===== src/sv/ps2_mouse_packet_cursor_defines.svh =====
// ----------------------------------------------------------------------------
// PS/2 mouse cursor assertion macros
// Shared concurrent assertion forms for the PS/2 mouse cursor block.
// ----------------------------------------------------------------------------
`ifndef PS2_MOUSE_PACKET_CURSOR_DEFINES_SVH
`define PS2_MOUSE_PACKET_CURSOR_DEFINES_SVH

// same-cycle implication, disabled during reset
`define PS2MC_ASSERT_NOW(lbl, clk, rst_n, ante, cons, msg) \
    lbl: assert property (@(posedge clk) disable iff (!(rst_n)) (ante) |-> (cons)) \
        else $error(msg);

// next-cycle implication, disabled during reset
`define PS2MC_ASSERT_NEXT(lbl, clk, rst_n, ante, cons, msg) \
    lbl: assert property (@(posedge clk) disable iff (!(rst_n)) (ante) |=> (cons)) \
        else $error(msg);

`endif


===== src/sv/ps2mc_pkg.sv =====
`timescale 1ns / 1ps
// ----------------------------------------------------------------------------
// PS/2 mouse cursor package
// Types and constants shared by the framer, the cursor unit and the top level.
// ----------------------------------------------------------------------------
package ps2mc_pkg;

    localparam int CoordBitsDef = 12;
    localparam int ScreenBits   = 13;
    localparam int MoveBits     = 9;

    localparam logic [ScreenBits-1:0] WidthReset  = 13'd1024;
    localparam logic [ScreenBits-1:0] HeightReset = 13'd768;
    localparam logic                  InvertReset = 1'b1;
    localparam logic                  EnableReset = 1'b0;

    localparam int PosResetX = 512;
    localparam int PosResetY = 384;

    // header byte bit positions
    localparam int HdrLeft  = 0;
    localparam int HdrRight = 1;
    localparam int HdrSync  = 3;
    localparam int HdrSignX = 4;
    localparam int HdrSignY = 5;
    localparam int HdrOvfX  = 6;
    localparam int HdrOvfY  = 7;

    typedef enum logic [1:0] {
        CFG_WIDTH  = 2'd0,
        CFG_HEIGHT = 2'd1,
        CFG_INVERT = 2'd2,
        CFG_ENABLE = 2'd3
    } t_cfg_reg;

    typedef enum logic [2:0] {
        PH_HEAD = 3'b001,
        PH_XMOV = 3'b010,
        PH_YMOV = 3'b100
    } t_phase;

    typedef struct packed {
        logic                       valid;
        logic signed [MoveBits-1:0] dx;
        logic signed [MoveBits-1:0] dy;
        logic                       left;
        logic                       right;
    } t_pkt;

    typedef struct packed {
        logic [ScreenBits-1:0] width;
        logic [ScreenBits-1:0] height;
        logic                  invert;
    } t_view_cfg;

endpackage


===== src/sv/ps2mc_byte_if.sv =====
`timescale 1ns / 1ps
// ----------------------------------------------------------------------------
// PS/2 byte channel
// Valid/ready channel carrying one controller byte and its source flag.
// ----------------------------------------------------------------------------
interface ps2mc_byte_if;
    logic       valid;
    logic       ready;
    logic [7:0] data_byte;
    logic       from_aux;

    modport source (output valid, output data_byte, output from_aux, input ready);
    modport sink   (input valid, input data_byte, input from_aux, output ready);
endinterface


===== src/sv/ps2mc_cursor_if.sv =====
`timescale 1ns / 1ps
// ----------------------------------------------------------------------------
// PS/2 cursor channel
// Valid/ready channel carrying cursor position and button state.
// ----------------------------------------------------------------------------
interface ps2mc_cursor_if #(
    parameter int COORD_BITS = ps2mc_pkg::CoordBitsDef
);
    logic                  valid;
    logic                  ready;
    logic [COORD_BITS-1:0] cursor_x;
    logic [COORD_BITS-1:0] cursor_y;
    logic                  left_down;
    logic                  right_down;
    logic                  left_pressed;

    modport source (
        output valid, output cursor_x, output cursor_y, output left_down,
        output right_down, output left_pressed, input ready
    );
    modport sink (
        input valid, input cursor_x, input cursor_y, input left_down,
        input right_down, input left_pressed, output ready
    );
endinterface


===== src/sv/ps2mc_framer.sv =====
`timescale 1ns / 1ps
// ----------------------------------------------------------------------------
// PS/2 packet framer
// Filters mouse bytes, frames three-byte packets and registers kept packets.
// ----------------------------------------------------------------------------
module ps2mc_framer (
    input  logic                i_clk,
    input  logic                i_rst_n,
    ps2mc_byte_if.sink          i_byte,
    input  logic                i_enable,
    input  logic                i_pkt_take,
    output ps2mc_pkg::t_pkt     o_pkt
);

    ps2mc_pkg::t_phase r_phase, n_phase;
    logic [7:0]        r_hdr, n_hdr;
    logic [7:0]        r_xmov, n_xmov;
    ps2mc_pkg::t_pkt   r_pkt, n_pkt;
    logic              w_accept;
    logic              w_mouse;

    assign i_byte.ready = !r_pkt.valid || i_pkt_take;
    assign w_accept     = i_byte.valid && i_byte.ready;
    assign w_mouse      = w_accept && i_enable && i_byte.from_aux;

    always_comb begin
        n_phase = r_phase;
        n_hdr   = r_hdr;
        n_xmov  = r_xmov;
        n_pkt   = r_pkt;
        if (i_pkt_take) begin
            n_pkt.valid = 1'b0;
        end
        if (w_mouse) begin
            case (r_phase)
                ps2mc_pkg::PH_XMOV: begin
                    n_xmov  = i_byte.data_byte;
                    n_phase = ps2mc_pkg::PH_YMOV;
                end
                ps2mc_pkg::PH_YMOV: begin
                    n_phase = ps2mc_pkg::PH_HEAD;
                    if (!r_hdr[ps2mc_pkg::HdrOvfX] && !r_hdr[ps2mc_pkg::HdrOvfY]) begin
                        n_pkt.valid = 1'b1;
                        n_pkt.dx    = $signed({r_hdr[ps2mc_pkg::HdrSignX], r_xmov});
                        n_pkt.dy    = $signed({r_hdr[ps2mc_pkg::HdrSignY],
                                               i_byte.data_byte});
                        n_pkt.left  = r_hdr[ps2mc_pkg::HdrLeft];
                        n_pkt.right = r_hdr[ps2mc_pkg::HdrRight];
                    end
                end
                default: begin
                    // header phase; resync until the always-one bit is seen
                    n_phase = ps2mc_pkg::PH_HEAD;
                    if (i_byte.data_byte[ps2mc_pkg::HdrSync]) begin
                        n_hdr   = i_byte.data_byte;
                        n_phase = ps2mc_pkg::PH_XMOV;
                    end
                end
            endcase
        end
    end

    always_ff @(posedge i_clk) begin
        if (!i_rst_n) begin
            r_phase <= ps2mc_pkg::PH_HEAD;
            r_hdr   <= '0;
            r_xmov  <= '0;
            r_pkt   <= '0;
        end else begin
            r_phase <= n_phase;
            r_hdr   <= n_hdr;
            r_xmov  <= n_xmov;
            r_pkt   <= n_pkt;
        end
    end

    assign o_pkt = r_pkt;

endmodule


===== src/sv/ps2mc_cursor.sv =====
`timescale 1ns / 1ps
// ----------------------------------------------------------------------------
// PS/2 cursor unit
// Applies a packet's movement, clamps to the screen and holds the result.
// ----------------------------------------------------------------------------
`include "ps2_mouse_packet_cursor_defines.svh"

module ps2mc_cursor #(
    parameter int COORD_BITS = ps2mc_pkg::CoordBitsDef
) (
    input  logic                 i_clk,
    input  logic                 i_rst_n,
    input  ps2mc_pkg::t_pkt      i_pkt,
    input  ps2mc_pkg::t_view_cfg i_cfg,
    output logic                 o_pkt_take,
    ps2mc_cursor_if.source       o_cursor
);

    localparam int SB   = ps2mc_pkg::ScreenBits;
    localparam int SumW = ((COORD_BITS > SB) ? COORD_BITS : SB) + 2;

    localparam logic signed [SumW-1:0] CoordMax =
        $signed(SumW'({COORD_BITS{1'b1}}));

    logic [COORD_BITS-1:0]   r_pos_x, n_pos_x;
    logic [COORD_BITS-1:0]   r_pos_y, n_pos_y;
    logic                    r_left, r_right, r_press;
    logic                    r_out_valid;
    logic signed [SumW-1:0]  w_sum_x, w_sum_y;
    logic signed [SumW-1:0]  w_pos_x, w_pos_y;
    logic signed [SumW-1:0]  w_dx, w_dy;

    function automatic logic [COORD_BITS-1:0] clamp_axis(
        input logic signed [SumW-1:0] v,
        input logic [SB-1:0]          size
    );
        logic [SB-1:0]          lim;
        logic signed [SumW-1:0] top;
        logic signed [SumW-1:0] res;
        lim = (size == '0) ? '0 : size - 1'b1;
        top = $signed(SumW'(lim));
        if (top > CoordMax) begin
            top = CoordMax;
        end
        if (v < 0) begin
            res = '0;
        end else if (v > top) begin
            res = top;
        end else begin
            res = v;
        end
        return res[COORD_BITS-1:0];
    endfunction

    assign o_pkt_take = i_pkt.valid && (!r_out_valid || o_cursor.ready);

    assign w_pos_x = $signed(SumW'(r_pos_x));
    assign w_pos_y = $signed(SumW'(r_pos_y));
    assign w_dx    = SumW'(i_pkt.dx);
    assign w_dy    = SumW'(i_pkt.dy);

    always_comb begin
        if (i_cfg.invert) begin
            w_sum_x = w_pos_x - w_dx;
            w_sum_y = w_pos_y + w_dy;
        end else begin
            w_sum_x = w_pos_x + w_dx;
            w_sum_y = w_pos_y - w_dy;
        end
        n_pos_x = clamp_axis(w_sum_x, i_cfg.width);
        n_pos_y = clamp_axis(w_sum_y, i_cfg.height);
    end

    always_ff @(posedge i_clk) begin
        if (!i_rst_n) begin
            r_pos_x     <= COORD_BITS'(ps2mc_pkg::PosResetX);
            r_pos_y     <= COORD_BITS'(ps2mc_pkg::PosResetY);
            r_left      <= 1'b0;
            r_right     <= 1'b0;
            r_press     <= 1'b0;
            r_out_valid <= 1'b0;
        end else begin
            if (o_pkt_take) begin
                r_pos_x     <= n_pos_x;
                r_pos_y     <= n_pos_y;
                r_left      <= i_pkt.left;
                r_right     <= i_pkt.right;
                r_press     <= i_pkt.left && !r_left;
                r_out_valid <= 1'b1;
            end else if (o_cursor.ready) begin
                r_out_valid <= 1'b0;
            end
        end
    end

    assign o_cursor.valid        = r_out_valid;
    assign o_cursor.cursor_x     = r_pos_x;
    assign o_cursor.cursor_y     = r_pos_y;
    assign o_cursor.left_down    = r_left;
    assign o_cursor.right_down   = r_right;
    assign o_cursor.left_pressed = r_press;

    `PS2MC_ASSERT_NOW(a_press_has_left, i_clk, i_rst_n,
        o_cursor.valid && o_cursor.left_pressed, o_cursor.left_down,
        "left press without left down")
    `PS2MC_ASSERT_NEXT(a_x_on_screen, i_clk, i_rst_n,
        o_pkt_take && (i_cfg.width != '0),
        SumW'(r_pos_x) < SumW'($past(i_cfg.width)), "cursor x beyond screen")
    `PS2MC_ASSERT_NEXT(a_y_on_screen, i_clk, i_rst_n,
        o_pkt_take && (i_cfg.height != '0),
        SumW'(r_pos_y) < SumW'($past(i_cfg.height)), "cursor y beyond screen")

endmodule


===== src/sv/ps2_mouse_packet_cursor.sv =====
`timescale 1ns / 1ps
// ----------------------------------------------------------------------------
// PS/2 mouse packet cursor
// Frames PS/2 mouse packets and tracks a clamped screen cursor.
// ----------------------------------------------------------------------------
// Usage:
//   i_byte takes one controller byte per request with its aux flag; bytes
//   that are not mouse data, and all bytes while disabled, are dropped.
//   Every third byte of a framed packet without overflow yields one
//   request on o_cursor with position and button state.
//   The configuration port writes screen width, height, invert and enable;
//   write it only while no packet is in flight.
// Timing:
//   One byte per cycle while i_byte is ready. The closing byte of a packet is
//   registered in the packet register, then the cursor add and clamp load
//   the result register from it.
// Reset:
//   Framing restarts at the header, cursor goes to 512,384, buttons clear,
//   registers take 1024x768, inverted axes, mouse disabled.
// Stall:
//   A held result blocks the packet register only; i_byte stays ready until
//   a second packet is waiting behind the held result.
// ----------------------------------------------------------------------------
module ps2_mouse_packet_cursor #(
    parameter int COORD_BITS = ps2mc_pkg::CoordBitsDef
) (
    input  logic                             i_clk,
    input  logic                             i_rst_n,
    ps2mc_byte_if.sink                       i_byte,
    ps2mc_cursor_if.source                   o_cursor,
    input  logic                             i_cfg_we,
    input  logic [1:0]                       i_cfg_idx,
    input  logic [ps2mc_pkg::ScreenBits-1:0] i_cfg_data
);

    logic [ps2mc_pkg::ScreenBits-1:0] r_width;
    logic [ps2mc_pkg::ScreenBits-1:0] r_height;
    logic                             r_invert;
    logic                             r_enable;
    ps2mc_pkg::t_pkt                  w_pkt;
    ps2mc_pkg::t_view_cfg             w_view;
    logic                             w_take;

    always_ff @(posedge i_clk) begin
        if (!i_rst_n) begin
            r_width  <= ps2mc_pkg::WidthReset;
            r_height <= ps2mc_pkg::HeightReset;
            r_invert <= ps2mc_pkg::InvertReset;
            r_enable <= ps2mc_pkg::EnableReset;
        end else if (i_cfg_we) begin
            case (ps2mc_pkg::t_cfg_reg'(i_cfg_idx))
                ps2mc_pkg::CFG_WIDTH:  r_width  <= i_cfg_data;
                ps2mc_pkg::CFG_HEIGHT: r_height <= i_cfg_data;
                ps2mc_pkg::CFG_INVERT: r_invert <= i_cfg_data[0];
                ps2mc_pkg::CFG_ENABLE: r_enable <= i_cfg_data[0];
                default: ;
            endcase
        end
    end

    assign w_view.width  = r_width;
    assign w_view.height = r_height;
    assign w_view.invert = r_invert;

    ps2mc_framer u_framer (
        .i_clk      (i_clk),
        .i_rst_n    (i_rst_n),
        .i_byte     (i_byte),
        .i_enable   (r_enable),
        .i_pkt_take (w_take),
        .o_pkt      (w_pkt)
    );

    ps2mc_cursor #(
        .COORD_BITS (COORD_BITS)
    ) u_cursor (
        .i_clk      (i_clk),
        .i_rst_n    (i_rst_n),
        .i_pkt      (w_pkt),
        .i_cfg      (w_view),
        .o_pkt_take (w_take),
        .o_cursor   (o_cursor)
    );

endmodule

===== src/flat_wrapper.sv =====
// flat-port wrapper written by rule: the top's interface ports become plain ports
module ps2_mouse_packet_cursor_flat 
#(
    parameter int COORD_BITS = ps2mc_pkg::CoordBitsDef
)
  (i_clk, i_rst_n, i_cfg_we, i_cfg_idx, i_cfg_data, i_byte_valid, i_byte_data_byte, i_byte_from_aux, i_byte_ready, o_cursor_valid, o_cursor_cursor_x, o_cursor_cursor_y, o_cursor_left_down, o_cursor_right_down, o_cursor_left_pressed, o_cursor_ready);
  ps2mc_byte_if i_byte_i ();
  ps2mc_cursor_if #(.COORD_BITS(COORD_BITS)) o_cursor_i ();
  input  logic i_clk;
  input  logic i_rst_n;
  input  logic i_cfg_we;
  input  logic [1:0] i_cfg_idx;
  input  logic [ps2mc_pkg::ScreenBits-1:0] i_cfg_data;
  input wire logic [$bits(i_byte_i.valid)-1:0] i_byte_valid;
  input wire logic [$bits(i_byte_i.data_byte)-1:0] i_byte_data_byte;
  input wire logic [$bits(i_byte_i.from_aux)-1:0] i_byte_from_aux;
  output wire logic [$bits(i_byte_i.ready)-1:0] i_byte_ready;
  output wire logic [$bits(o_cursor_i.valid)-1:0] o_cursor_valid;
  output wire logic [$bits(o_cursor_i.cursor_x)-1:0] o_cursor_cursor_x;
  output wire logic [$bits(o_cursor_i.cursor_y)-1:0] o_cursor_cursor_y;
  output wire logic [$bits(o_cursor_i.left_down)-1:0] o_cursor_left_down;
  output wire logic [$bits(o_cursor_i.right_down)-1:0] o_cursor_right_down;
  output wire logic [$bits(o_cursor_i.left_pressed)-1:0] o_cursor_left_pressed;
  input wire logic [$bits(o_cursor_i.ready)-1:0] o_cursor_ready;
  assign i_byte_i.valid = i_byte_valid;
  assign i_byte_i.data_byte = i_byte_data_byte;
  assign i_byte_i.from_aux = i_byte_from_aux;
  assign i_byte_ready = i_byte_i.ready;
  assign o_cursor_valid = o_cursor_i.valid;
  assign o_cursor_cursor_x = o_cursor_i.cursor_x;
  assign o_cursor_cursor_y = o_cursor_i.cursor_y;
  assign o_cursor_left_down = o_cursor_i.left_down;
  assign o_cursor_right_down = o_cursor_i.right_down;
  assign o_cursor_left_pressed = o_cursor_i.left_pressed;
  assign o_cursor_i.ready = o_cursor_ready;
  ps2_mouse_packet_cursor #(.COORD_BITS(COORD_BITS)) u_core (.i_clk(i_clk), .i_rst_n(i_rst_n), .i_byte(i_byte_i), .o_cursor(o_cursor_i), .i_cfg_we(i_cfg_we), .i_cfg_idx(i_cfg_idx), .i_cfg_data(i_cfg_data));
endmodule

===== config.mk =====
export PLATFORM = sky130hd
export DESIGN_NAME = ps2_mouse_packet_cursor_flat
export DESIGN_NICKNAME = d
export VERILOG_FILES = /design/src/sv/ps2mc_pkg.sv /design/src/sv/ps2mc_byte_if.sv /design/src/sv/ps2mc_cursor_if.sv /design/src/sv/ps2mc_framer.sv /design/src/sv/ps2mc_cursor.sv /design/src/sv/ps2_mouse_packet_cursor.sv /design/src/flat_wrapper.sv
export VERILOG_INCLUDE_DIRS = /design/src /design/src/sv
export SDC_FILE = /design/constraint.sdc
export NUM_CORES = 1
export LEC_CHECK = 0
export ABC_AREA = 1
export BUFFER_PORTS_ARGS = -buffer_cell sky130_fd_sc_hd__clkbuf_2
export CAP_MARGIN = 30
export CORE_MARGIN = 2
export CORE_UTILIZATION = 50
export DETAILED_ROUTE_END_ITERATION = 8
export PLACE_DENSITY = 0.69
export SLEW_MARGIN = 20
export SYNTH_ARGS = -nofsm -noshare
export SYNTH_HDL_FRONTEND = slang
export SYNTH_SLANG_ARGS = --single-unit

===== constraint.sdc =====
create_clock -name i_clk -period 4.5 [get_ports i_clk]
set_input_delay 0.225 -clock i_clk [delete_from_list [all_inputs] [get_ports i_clk]]
set_output_delay 0.225 -clock i_clk [all_outputs]
set_load 0.005 [all_outputs]

==> impl_metrics.ini <==
[final_layout]
nets = 1106
antennaDiodeCount = 0
drive_above_1_share_pct = 10.8
multiInputGateArea_sq_um = 4010
finalNonFillerCells = 1200
seq_area_sq_um = 1880
area_growth_pct = 9.89
fillCellCount = 1291

[logic_synthesis]
synth_cell_types = 42
seq_area_frac_synth_pct = 28.6
synth_flop_cell = dfxtp_1
synth_area_sq_um = 6590
ys_ff_latch = 94
synth_edf_count = 0
synth-async-reset-ratio_pct = 0
netlist_instances = 983
avgSynthCellArea_sq_um = 6.70
synth_warnings = 0

[die]
die_area_sq_um = 14100
num_rows = 41
die_y_um = 119
coreArea_sq_um = 12700
initial_utilization_pct = 51.8
die_w_um = 119
io_pins = 58

[sta]
fin_setup_tns_ps = 0
layout_setup_ws_ps = 398
tightest_slew_ps = 956
min_period_ps = 4100
rsz0062_at_grt = false
drv_slew = 0
hold-worst-slack_ps = 113
period_share_pct = 91.2
setup_viol_count_final = 0
max_slew_margin_pct = 35.7
hold_viol_final = 0
clock_skew_ps = 8.46
fmax_mhz = 244

[placed_design]
routabilityCongestion = 0.894
preCtsSetupSlack_ps = 519
io_buffers = 57
dp.cells = 1184
place_hpwl_mm = 13.0

[clock_network]
post_cts_buffers = 0
htree_levels = 3
cts_tree = built
clock_latency_ps = 360
cts_resized = 0
cts_buffer_depth = 2
clk_pin_slew_ps = 70
cts-root-buf = clkbuf_16
clock-sinks = 94
cts_made_buffers = 9
holdBufCountCts = 0

[setup_path]
rr_worst_depth = 25
slowest_stage = ha_1
slowest_delay_ps = 320
r2r_slack_ps = 400
crit_required_ps = 4780
critPathMaxFanout = 13
path_class = flip-flop to flip-flop
cp.arrival_ps = 4390
end_kind = flip-flop
startpoint_type = flip-flop

[routing]
post_drt_wl_per_cell_um = 13.9
num_vias = 6189
drtPass1Iterations = 5
viasPerCell = 5.16
wl_mm = 16.7
drc_errors = 0
ant_nets = 0
drt-initial-drc-count = 404

[worst_hold_path]
hold_class = primary input to flip-flop
min_path_cells = 3

[global_routing]
grt_max_degree = 65
overflow = 0
antenna_found_initial = 0
track_usage_pct = 24.4
grt_pass1_vias = 5659
grt_pass1_wl_mm = 27.8

[pwr]
power_uw = 1940
power_density_nw_per_um2 = 268
cellLeakagePower_uw = 0.00357
ir_worst_vdd_v = 0.000271

[run]
drv_cap = 0

[outcome]
status = finished clean
## per-stage QoR
stage          utilization, %  instance area (sq um)
2_1_floorplan               -                   6590
3_3_place_gp             54.6                   6940
3_5_place_dp             54.6                   6940
4_1_cts                  56.9                   7240
5_1_grt                  56.9                   7240
6_report                 56.9                   7240
## metal layers
metal	share of wire [%]	wire, um	global-route usage [%]
met1	51	8440	34.5
met5	0	0	0
met2	44	7360	38.3
met4	1.6	262	6.85
met3	3.7	611	3.81
## kinds of logic after synthesis
| kind of cell | share of synthesized area (%) |
|---|---|
| DFF | 28.6 |
| adders and majority gates | 10.5 |
| other | 0.0569 |
| buffers and inverters | 10.6 |
| xor gates and xnor gates | 6.51 |
| and+or+nand+nor | 26.5 |
| AOI/OAI and AO/OA | 17.2 |
## cells in the final DEF (no fill, tap or decap), types with 3 or more instances in the layout
| cell type | count |
|---|---|
| nand2_1 | 170 |
| inv_1 | 133 |
| nor2_1 | 104 |
| a21oi_1 | 100 |
| o21ai_0 | 93 |
| dfxtp_1 | 93 |
| nand3_1 | 71 |
| clkbuf_2 | 57 |
| ha_1 | 52 |
| xor2_1 | 41 |
| nand4_1 | 14 |
| nor3_1 | 11 |
| nand2_2 | 9 |
| clkbuf_16 | 9 |
| xnor2_1 | 8 |
| nand3_2 | 5 |
| nor2_2 | 5 |
| buf_4 | 5 |
| a21o_1 | 4 |
| or2_2 | 4 |
| o211ai_1 | 4 |
| o21ai_1 | 3 |
| inv_8 | 3 |
## power breakdown
part	switching, uW	internal [uW]
Sequential	15.3	845
Clock	370	406
Combinational	199	106
Total	585	1360
## state kept, by name (all words and copies together), names as in the netlist, 3 cells and up
register / cells
u_core.u_framer.o_pkt: 21
u_core.r_height: 13
u_core.r_width: 13
u_core.u_cursor.o_cursor.cursor_x: 12
u_core.u_cursor.o_cursor.cursor_y: 12
u_core.u_framer.r_xmov: 8
u_core.u_framer.r_hdr: 6
u_core.u_framer.r_phase: 3
## worst max-delay path: cells and delay by family (launching register included)
kind,cells,cell delay (ps)
and+or+nand+nor,14,1680
xor gates and xnor gates,2,370
buffers and inverters,3,270
DFF,1,300
adders and majority gates,3,830
AOI/OAI and AO/OA,3,600
## cells in the mapped netlist, types with 9 or more instances
master / number / area share [%]
xor2_1: 41 / 5.4
ha_1: 52 / 9.9
nand2_2: 9 / 0.85
nor3_1: 11 / 0.84
nor2_1: 104 / 5.9
clkbuf_1: 19 / 1.1
nand3_1: 71 / 5.4
o21ai_0: 93 / 7.1
a21oi_1: 100 / 7.6
inv_1: 133 / 7.6
dfxtp_1: 94 / 29
nand2_1: 170 / 9.7
nand4_1: 14 / 1.3
## cell type report
cell class	count	area share (%)
Multi-Input combinational cell	720	55.4
Sequential cell	94	26.0
Inverter	136	7.05
Timing Repair Buffer	62	4.46
Clock buffer	10	3.30
Tap cell	172	2.97
Clock inverter	6	0.812
## worst paths after layout
check                                                           end                                    from
hold reg to reg                        u_core.r_enable$_SDFFE_PN0P_            u_core.r_enable$_SDFFE_PN0P_
hold / removal                      u_core.r_height[2]$_SDFFE_PN0P_                           i_cfg_data[2]
setup / recovery  u_core.u_cursor.o_cursor.cursor_x[1]$_SDFFE_PN0P_  u_core.u_framer.o_pkt[12]$_SDFFE_PN0P_
setup reg to reg  u_core.u_cursor.o_cursor.cursor_x[1]$_SDFFE_PN0P_  u_core.u_framer.o_pkt[12]$_SDFFE_PN0P_
Power figures use the tool's default switching activity.
